File: config.mk
export PLATFORM = sky130hd
export DESIGN_NAME = neuron_dot_product_activation_core_flat
export DESIGN_NICKNAME = d
export VERILOG_FILES = /design/src/rtl/core/ndpa_pkg.sv /design/src/rtl/core/ndpa_if.sv /design/src/rtl/core/ndpa_ram.sv /design/src/rtl/core/neuron_dot_product_activation_core.sv /design/src/flat_wrapper.sv
export VERILOG_INCLUDE_DIRS = /design/src /design/src/rtl/core
export SDC_FILE = /design/constraint.sdc
export NUM_CORES = 2
export LEC_CHECK = 0
export BUFFER_PORTS_ARGS = -buffer_cell sky130_fd_sc_hd__buf_2
export CORE_UTILIZATION = 35
export DETAILED_ROUTE_END_ITERATION = 10
export GPL_TIMING_DRIVEN = 1
export MAX_ROUTING_LAYER = met4
export PLACE_DENSITY = 0.49
export SKIP_LAST_GASP = 1
export SYNTH_ARGS = -nofsm -noshare
export SYNTH_HDL_FRONTEND = slang
export SYNTH_HIERARCHICAL = 1
export SYNTH_SLANG_ARGS = --single-unit
export TNS_END_PERCENT = 30
File: constraint.sdc
create_clock -name clk -period 9.8 [get_ports clk]
set_input_delay 0.49 -clock clk [delete_from_list [all_inputs] [get_ports clk]]
set_output_delay 0.49 -clock clk [all_outputs]
set_load 0.05 [all_outputs]
File: src/rtl/core/neuron_dot_product_activation_core_defines.svh
// Assertion helpers shared by the neuron core.
`ifndef NEURON_DOT_PRODUCT_ACTIVATION_CORE_DEFINES_SVH
`define NEURON_DOT_PRODUCT_ACTIVATION_CORE_DEFINES_SVH

// Same-cycle implication, checked outside reset.
`define NDPA_ASSERT_IMP(name, ck, rn, ante, cons) \
	name: assert property (@(posedge ck) disable iff (!rn) (ante) |-> (cons)) \
		else $error("neuron core check failed");

// Next-cycle implication, checked outside reset.
`define NDPA_ASSERT_NXT(name, ck, rn, ante, cons) \
	name: assert property (@(posedge ck) disable iff (!rn) (ante) |=> (cons)) \
		else $error("neuron core check failed");

`endif

File: src/rtl/core/ndpa_pkg.sv
package ndpa_pkg;

	localparam int IDX_W     = 4;
	localparam int VALUE_W   = 16;
	localparam int ACC_W     = 32;
	localparam int GAIN_W    = 8;
	localparam int MODE_W    = 2;
	localparam int CFG_IDX_W = 1;
	localparam int CFG_W     = 8;
	localparam int STORE_DEPTH = 16;
	localparam int Y_W       = 15;

	localparam logic FUNC_WEIGHT = 1'b0;
	localparam logic FUNC_FEED   = 1'b1;

	localparam logic [CFG_IDX_W-1:0] CFG_MODE = 1'b0;
	localparam logic [CFG_IDX_W-1:0] CFG_GAIN = 1'b1;

	localparam logic [MODE_W-1:0] MODE_STEP    = 2'd0;
	localparam logic [MODE_W-1:0] MODE_SIGN    = 2'd1;
	localparam logic [MODE_W-1:0] MODE_SIGMOID = 2'd2;
	localparam logic [MODE_W-1:0] MODE_TANH    = 2'd3;

	localparam logic [GAIN_W-1:0] GAIN_RESET = 8'd16;
	localparam logic [Y_W-1:0]    Y_MAX      = 15'd32767;
	// First saturated table segment; from it on the output is saturated.
	localparam logic [3:0]        TANH_LAST  = 4'd12;

	// tanh(k/2) in unsigned Q0.15 for k = 0..12.
	function automatic logic [Y_W-1:0] tanh_point(input logic [3:0] k);
		logic [Y_W-1:0] r;
		unique case (k)
			4'd0:    r = 15'd0;
			4'd1:    r = 15'd15143;
			4'd2:    r = 15'd24956;
			4'd3:    r = 15'd29660;
			4'd4:    r = 15'd31589;
			4'd5:    r = 15'd32329;
			4'd6:    r = 15'd32606;
			4'd7:    r = 15'd32708;
			4'd8:    r = 15'd32746;
			4'd9:    r = 15'd32760;
			4'd10:   r = 15'd32765;
			default: r = 15'd32767;
		endcase
		return r;
	endfunction

endpackage

File: src/rtl/core/ndpa_if.sv
interface ndpa_item_if;
	logic                                  valid;
	logic                                  ready;
	logic                                  func;
	logic [ndpa_pkg::IDX_W-1:0]            element_index;
	logic signed [ndpa_pkg::VALUE_W-1:0]   element_value;
	logic                                  last_element;

	modport source (output valid, func, element_index, element_value, last_element,
		input ready);
	modport sink (input valid, func, element_index, element_value, last_element,
		output ready);
endinterface

interface ndpa_result_if;
	logic                                  valid;
	logic                                  ready;
	logic signed [ndpa_pkg::VALUE_W-1:0]   activation;
	logic                                  fired;

	modport source (output valid, activation, fired, input ready);
	modport sink (input valid, activation, fired, output ready);
endinterface

File: src/rtl/core/ndpa_ram.sv
module ndpa_ram #(
	parameter int WIDTH = 16,
	parameter int DEPTH = 16
) (
	input  logic                     clk,
	input  logic                     we,
	input  logic [$clog2(DEPTH)-1:0] waddr,
	input  logic [WIDTH-1:0]         wdata,
	input  logic                     re,
	input  logic [$clog2(DEPTH)-1:0] raddr,
	output logic [WIDTH-1:0]         rdata
);

	logic [WIDTH-1:0] mem_q [DEPTH];

	always_ff @(posedge clk) begin
		if (we) begin
			mem_q[waddr] <= wdata;
		end
		if (re) begin
			rdata <= mem_q[raddr];
		end
	end

endmodule

File: src/rtl/core/neuron_dot_product_activation_core.sv
// The result of the last fed word passes stages 1 to 5, then the output register.
// Throughput: one input word per cycle; weight-store read, multiply, accumulate,
// gain multiply, table lookup and interpolation each take one pipeline stage.
// Input stalls only while a result in the last stage waits on a full output register.
// Reset clears the accumulator, valids and config (step mode, gain 1.0);
// the weight store is not cleared and must be written before use.
`include "neuron_dot_product_activation_core_defines.svh"

module neuron_dot_product_activation_core #(
	parameter int VECTOR_LENGTH = 16
) (
	input  logic                               clk,
	input  logic                               arst_n,
	input  logic                               cfg_we,
	input  logic [ndpa_pkg::CFG_IDX_W-1:0]     cfg_index,
	input  logic [ndpa_pkg::CFG_W-1:0]         cfg_wdata,
	ndpa_item_if.sink                          item,
	ndpa_result_if.source                      result
);

	localparam int IDX_W = ndpa_pkg::IDX_W;
	localparam int CMP_W = ($clog2(VECTOR_LENGTH + 1) > IDX_W) ?
		$clog2(VECTOR_LENGTH + 1) : IDX_W + 1;

	// Configuration registers.
	logic [ndpa_pkg::MODE_W-1:0] mode_q;
	logic [ndpa_pkg::GAIN_W-1:0] gain_q;

	always_ff @(posedge clk or negedge arst_n) begin
		if (!arst_n) begin
			mode_q <= ndpa_pkg::MODE_STEP;
			gain_q <= ndpa_pkg::GAIN_RESET;
		end else if (cfg_we) begin
			unique case (cfg_index)
				ndpa_pkg::CFG_MODE: mode_q <= cfg_wdata[ndpa_pkg::MODE_W-1:0];
				ndpa_pkg::CFG_GAIN: gain_q <= cfg_wdata;
				default: ;
			endcase
		end
	end

	logic stall;
	logic accept;
	logic in_range;
	logic [ndpa_pkg::VALUE_W-1:0] weight_rd;

	assign item.ready = !stall;
	assign accept = item.valid && item.ready;
	assign in_range = CMP_W'(item.element_index) < CMP_W'(VECTOR_LENGTH);

	ndpa_ram #(
		.WIDTH(ndpa_pkg::VALUE_W),
		.DEPTH(ndpa_pkg::STORE_DEPTH)
	) u_weights (
		.clk   (clk),
		.we    (accept && item.func == ndpa_pkg::FUNC_WEIGHT && in_range),
		.waddr (item.element_index),
		.wdata (item.element_value),
		.re    (accept && item.func == ndpa_pkg::FUNC_FEED),
		.raddr (item.element_index),
		.rdata (weight_rd)
	);

	// Stage 1: weight word arrives from the store.
	logic                                feed_s1, last_s1, range_s1;
	logic signed [ndpa_pkg::VALUE_W-1:0] value_s1;
	// Stage 2: product ready for accumulation.
	logic                                feed_s2, last_s2;
	logic signed [ndpa_pkg::ACC_W-1:0]   prod_s2;
	logic signed [ndpa_pkg::ACC_W-1:0]   acc_q;
	// Stage 3: final sum; stage 4: scaled sum.
	logic                                res_s3, res_s4;
	logic signed [ndpa_pkg::ACC_W-1:0]   sum_s3;
	logic signed [40:0]                  z_s4;
	// Stage 5: interpolation operands.
	logic                                res_s5, neg_s5, pos_s5, sat_s5;
	logic [ndpa_pkg::Y_W-1:0]            lo_s5, diff_s5, frac_s5;
	// Output register.
	logic                                out_valid_q, fired_q;
	logic signed [ndpa_pkg::VALUE_W-1:0] act_q;

	// Saturating accumulate.
	logic signed [ndpa_pkg::ACC_W:0]     sum_wide;
	logic signed [ndpa_pkg::ACC_W-1:0]   sum_sat;

	always_comb begin
		sum_wide = {acc_q[ndpa_pkg::ACC_W-1], acc_q} + {prod_s2[ndpa_pkg::ACC_W-1], prod_s2};
		if (sum_wide[ndpa_pkg::ACC_W] != sum_wide[ndpa_pkg::ACC_W-1]) begin
			sum_sat = sum_wide[ndpa_pkg::ACC_W] ? {1'b1, {(ndpa_pkg::ACC_W-1){1'b0}}} :
				{1'b0, {(ndpa_pkg::ACC_W-1){1'b1}}};
		end else begin
			sum_sat = sum_wide[ndpa_pkg::ACC_W-1:0];
		end
	end

	// Magnitude of z in Q20.16, halved for the sigmoid, then split into
	// table segment and fraction.
	logic        neg_z, pos_z, sat_z;
	logic [40:0] abs_z;
	logic [35:0] mag, tab_in;
	logic [3:0]  seg;
	logic [ndpa_pkg::Y_W-1:0] lo_pt, hi_pt;

	always_comb begin
		neg_z  = z_s4[40];
		pos_z  = !neg_z && (|z_s4);
		abs_z  = neg_z ? 41'(-z_s4) : 41'(z_s4);
		mag    = abs_z[39:4];
		tab_in = (mode_q == ndpa_pkg::MODE_SIGMOID) ? {1'b0, mag[35:1]} : mag;
		seg    = tab_in[18:15];
		sat_z  = (|tab_in[35:19]) || (seg >= ndpa_pkg::TANH_LAST);
		lo_pt  = ndpa_pkg::tanh_point(seg);
		hi_pt  = ndpa_pkg::tanh_point(4'(seg + 4'd1));
	end

	// Interpolation and the activation modes.
	logic [29:0]                         interp;
	logic [ndpa_pkg::Y_W-1:0]            y;
	logic [16:0]                         sig_t;
	logic signed [ndpa_pkg::VALUE_W-1:0] act_d;
	logic                                fired_d;

	always_comb begin
		interp = diff_s5 * frac_s5;
		y      = sat_s5 ? ndpa_pkg::Y_MAX : ndpa_pkg::Y_W'(lo_s5 + interp[29:15]);
		sig_t  = pos_s5 ? 17'd32768 + 17'(y) : 17'd32768 - 17'(y);
		unique case (mode_q)
			ndpa_pkg::MODE_STEP: begin
				fired_d = !neg_s5;
				act_d   = fired_d ? 16'sh7fff : 16'sh0000;
			end
			ndpa_pkg::MODE_SIGN: begin
				fired_d = pos_s5;
				act_d   = fired_d ? 16'sh7fff : 16'sh0000;
			end
			ndpa_pkg::MODE_SIGMOID: begin
				fired_d = pos_s5;
				act_d   = $signed(sig_t[16:1]);
			end
			default: begin
				fired_d = pos_s5;
				act_d   = neg_s5 ? -$signed({1'b0, y}) : $signed({1'b0, y});
			end
		endcase
	end

	// The whole pipeline holds only when a finished word cannot move on.
	assign stall = res_s5 && out_valid_q && !result.ready;

	always_ff @(posedge clk or negedge arst_n) begin
		if (!arst_n) begin
			feed_s1 <= 1'b0;
			feed_s2 <= 1'b0;
			res_s3  <= 1'b0;
			res_s4  <= 1'b0;
			res_s5  <= 1'b0;
			acc_q   <= '0;
		end else if (!stall) begin
			feed_s1 <= accept && item.func == ndpa_pkg::FUNC_FEED;
			feed_s2 <= feed_s1;
			res_s3  <= feed_s2 && last_s2;
			res_s4  <= res_s3;
			res_s5  <= res_s4;
			if (feed_s2) begin
				acc_q <= last_s2 ? '0 : sum_sat;
			end
		end
	end

	always_ff @(posedge clk) begin
		if (!stall) begin
			last_s1  <= item.last_element;
			range_s1 <= in_range;
			value_s1 <= item.element_value;
			last_s2  <= last_s1;
			// Kept apart from the zero case so the product stays a signed multiply.
			if (range_s1) begin
				prod_s2 <= $signed(weight_rd) * value_s1;
			end else begin
				prod_s2 <= '0;
			end
			sum_s3   <= sum_sat;
			z_s4     <= sum_s3 * $signed({1'b0, gain_q});
			neg_s5   <= neg_z;
			pos_s5   <= pos_z;
			sat_s5   <= sat_z;
			lo_s5    <= lo_pt;
			diff_s5  <= ndpa_pkg::Y_W'(hi_pt - lo_pt);
			frac_s5  <= tab_in[14:0];
		end
	end

	always_ff @(posedge clk or negedge arst_n) begin
		if (!arst_n) begin
			out_valid_q <= 1'b0;
		end else if (res_s5 && !stall) begin
			out_valid_q <= 1'b1;
		end else if (result.ready) begin
			out_valid_q <= 1'b0;
		end
	end

	always_ff @(posedge clk) begin
		if (res_s5 && !stall) begin
			act_q   <= act_d;
			fired_q <= fired_d;
		end
	end

	assign result.valid      = out_valid_q;
	assign result.activation = act_q;
	assign result.fired      = fired_q;

	`NDPA_ASSERT_NXT(a_weight_skips_mac, clk, arst_n, accept && item.func == ndpa_pkg::FUNC_WEIGHT, !feed_s1)
	`NDPA_ASSERT_NXT(a_last_clears_acc, clk, arst_n, feed_s2 && last_s2 && !stall, acc_q == '0)
	`NDPA_ASSERT_IMP(a_act_not_min, clk, arst_n, out_valid_q, act_q != 16'sh8000)

endmodule
File: src/flat_wrapper.sv
// flat-port wrapper written by rule: the top's interface ports become plain ports
module neuron_dot_product_activation_core_flat 
#(
	parameter int VECTOR_LENGTH = 16
)
  (clk, arst_n, cfg_we, cfg_index, cfg_wdata, item_valid, item_func, item_element_index, item_element_value, item_last_element, item_ready, result_valid, result_activation, result_fired, result_ready);
  ndpa_item_if item_i ();
  ndpa_result_if result_i ();
  input  logic clk;
  input  logic arst_n;
  input  logic cfg_we;
  input  logic [ndpa_pkg::CFG_IDX_W-1:0] cfg_index;
  input  logic [ndpa_pkg::CFG_W-1:0] cfg_wdata;
  input wire logic [$bits(item_i.valid)-1:0] item_valid;
  input wire logic [$bits(item_i.func)-1:0] item_func;
  input wire logic [$bits(item_i.element_index)-1:0] item_element_index;
  input wire logic [$bits(item_i.element_value)-1:0] item_element_value;
  input wire logic [$bits(item_i.last_element)-1:0] item_last_element;
  output wire logic [$bits(item_i.ready)-1:0] item_ready;
  output wire logic [$bits(result_i.valid)-1:0] result_valid;
  output wire logic [$bits(result_i.activation)-1:0] result_activation;
  output wire logic [$bits(result_i.fired)-1:0] result_fired;
  input wire logic [$bits(result_i.ready)-1:0] result_ready;
  assign item_i.valid = item_valid;
  assign item_i.func = item_func;
  assign item_i.element_index = item_element_index;
  assign item_i.element_value = item_element_value;
  assign item_i.last_element = item_last_element;
  assign item_ready = item_i.ready;
  assign result_valid = result_i.valid;
  assign result_activation = result_i.activation;
  assign result_fired = result_i.fired;
  assign result_i.ready = result_ready;
  neuron_dot_product_activation_core #(.VECTOR_LENGTH(VECTOR_LENGTH)) u_core (.clk(clk), .arst_n(arst_n), .cfg_we(cfg_we), .cfg_index(cfg_index), .cfg_wdata(cfg_wdata), .item(item_i), .result(result_i));
endmodule
==> summary.md <==
| Metric | Value |
|---|---|
| Max Slew Vio Count | 0 |
| DR vias | around 32k |
| Register area | 14,960 um^2 |
| Via density | roughly 5 |
| Total nets after synthesis | about 5.6k |
| Commonest non-fill, non-tap cells in the layout | 784 x inv_1, 629 x fa_1, 509 x nand2_1, 458 x edfxtp_1, 407 x and2_1 |
| Relative slew slack | a little under a fifth |
| Sink Count | between 500 and 600 |
| Crit Path Class | register to register |
| Nets | roughly 5.6k |
| Pre-antenna DRT Iters | 5 |
| Dpl cell area | 51,400 um^2 |
| Main synth FF type | edfxtp_1 |
| Mapped Area | 48,950 um^2 |
| Max Freq | 0.1096 GHz |
| Reg2Reg Setup Slack | 670 ps |
| CORE AREA | 138,200 um^2 |
| Final setup vio count | 0 |
| Cell count after synthesis | 4,609 |
| Largest net degree at the start of global routing | 121 |
| Share of post-route cells with drive strength above 1 | under 10% |
| Hold Path Class | input port to register |
| Clk root buf | clkbuf_16 |
| DIE WIDTH | 376.0 um |
| DRT Wirelength | roughly 120,000 um |
| H-tree depth | 2 |
| Grt met1 use | 22.20% |
| First-pass GRT wire length | 192,500 um |
| Finished Cell Area | 53,410 um^2 |
| Placement Rows | 136 |
| CTS tree | built |
| FF+latch count, synth | 506 |
| Worst path required time | 10,230 ps |
| Top cells by area, synth | edfxtp_1 28%, fa_1 26%, ha_1 8.4%, inv_1 6.0%, and2_1 5.2% |
| Critical Path Slowest Stage Cell | fa_1 |
| DR DRC count | 0 |
| Detailed placement HPWL | 90,920 um |
| Drt wl/cell | 18.10 um |
| FFs w/ async S/R, synth | under 10% |
| Syn avg cell area | approximately 11 um^2 |
| Vias in the first global route | between 30k and 40k |
| Iteration-0 DRC Markers | 1,621 |
| Synth top area share | 28.10% |
| Footprint of the multi-input gates | 30,460 um^2 |
| Antenna viol nets, final | 0 |
| Yosys top cell by area | edfxtp_1 |
| GR Overflow Total | 0 |
| Crit-path max cell delay | 560 ps |
| CP endpoint kind | register |
| Final hold violations | 0 |
| Area growth, synth to finish | 9.115% |
| Total of max-cap violations | 0 |
| Worst-margin pin slew | ~1200 ps |
| I/O Buffers | between 50 and 60 |
| Global placer's final weighted congestion | 0.8575 |
| Total die area | 141,400 um^2 |
| Final period utilization | a little over 90% |
| CTS Buffer Depth | 3 |
| # IOs | 55 |
| Syn. warnings | 6 |
| Layout fillers | 13.78k |
| Die extent in y | between 300 and 400 um |
| Yosys cell types | 88 |
| Commonest non-fill, non-tap cell in the layout | inv_1 |
| Reg clk slew, reported paths | 60 ps |
| Met2 Track Usage GR | 31.13% |
| Aggregate global-route resource usage | approximately 18% |
| Clock skew | 64.76 ps |
| Antenna violations before repair | 5 |
| Final min period | 9128 ps |
| Crit path DAT | 9560 ps |
| Register area share after synthesis | 30.55% |
| Sum Neg Setup Slack | 0 ps |
| Num CTS Buffers | 59 |
| Global routing's busiest layer | met2 |
| RSZ-0062 raised after global routing | no |
| CP Max Fanout | 7 |
| Worst skew pair latency | 680 ps |
| EDFF count, synth | 458 |
| Starting density of the core | 35.43% |
| Startpoint types | register |
| Status | finished, final reports clean |
| GRT met3 Usage | 1.794% |
## kinds of logic after synthesis
family	synth area share (%)
adders and majority gates	34.33
DFF	30.55
and+or+nand+nor	13.88
AOI/OAI and AO/OA	7.577
muxes	3.635
buffers and inverters	7.357
xor gates and xnor gates	2.666
## worst paths after layout
kind                                                 to  cells after the start         startpoint
setup / recovery           u_core/result.activation[13]                     34  u_core/frac_s5[0]
hold / removal                           u_core/last_s1                      1  item_last_element
setup reg to reg           u_core/result.activation[13]                     34  u_core/frac_s5[0]
hold reg to reg                          u_core/last_s2                      0     u_core/last_s1
max in group asynchronous              u_core/gain_q[3]                      3             arst_n
min in group asynchronous              u_core/mode_q[0]                      3             arst_n
## critical path: cells and delay by family (launching register included)
kind            cells  cell delay (ps)
buf+inv             7              500
xor+xnor            2              290
simple gates       10             2320
fa+ha+maj           8             3780
flops               1              370
compound gates      7             1640
## layer usage
| metal | part of all wire, % | vias to the layer above | routed length (um) |
|---|---|---|---|
| met4 | 2.0 | 0 | 2319 |
| li1 | - | 15083 | - |
| met2 | 51 | 428 | 59940 |
| met1 | 45 | 16472 | 52810 |
| met3 | 2.8 | 120 | 3303 |
| met5 | 0 | - | 0 |
## area by class of cell
type,instances,area share [%]
diodes,3,0.01406
inverters,786,5.524
multi-input cells,3158,57.03
flip-flops and latches,506,28.00
repair buffers,114,1.392
clock inverters,37,0.7871
well taps,1863,4.364
clock buffers,74,2.888
## state kept, by name, summed over array words and instances (netlist names), 2 cells and up
| register | count |
|---|---|
| u_core/acc_q | 32 |
| u_core/u_weights/mem_q | 256 |
| u_core/prod_s2 | 32 |
| u_core/sum_s3 | 32 |
| u_core/gain_q | 8 |
| u_core/frac_s5 | 15 |
| u_core/mode_q | 2 |
| u_core/lo_s5 | 13 |
| u_core/u_weights/rdata | 16 |
| u_core/value_s1 | 16 |
| u_core/z_s4 | 41 |
| u_core/result.activation | 16 |
| u_core/diff_s5 | 15 |
## stage by stage
step / cells / setup WS (ps) / hold WS [ps] / utilization [%]
after floorplan: 4609 / 1145 / 194.4 / -
after global routing: 6541 / 41.20 / 74.29 / 38.65
after global placement: 6424 / 612.2 / 404.0 / 37.20
after CTS: 6538 / 519.7 / 64.60 / 38.64
final: 6541 / 672.1 / 105.1 / 38.65
after detailed placement: 6424 / 533.1 / 404.5 / 37.20
## cells in the mapped netlist, types with 43 or more instances
master / instances
o21ai_0: 150
and2_1: 407
dfrtp_1: 47
nor2_1: 181
nor3_1: 43
nand2_1: 509
inv_1: 784
edfxtp_1: 458
a21o_1: 44
clkbuf_1: 141
ha_1: 328
fa_1: 629
xnor2_1: 113
nand2b_1: 51
a21oi_1: 165
mux4_2: 54
## what timing repair did
item	CTS	global route
setup buffers	0	0
endpoints found under the setup margin	0	1
hold buffers	3	0
resized for setup	0	1
hold endpoints to repair	16	0
Power is not shown: default switching activity piles up to over one toggle a cycle in this logic, so the estimate is an artifact.
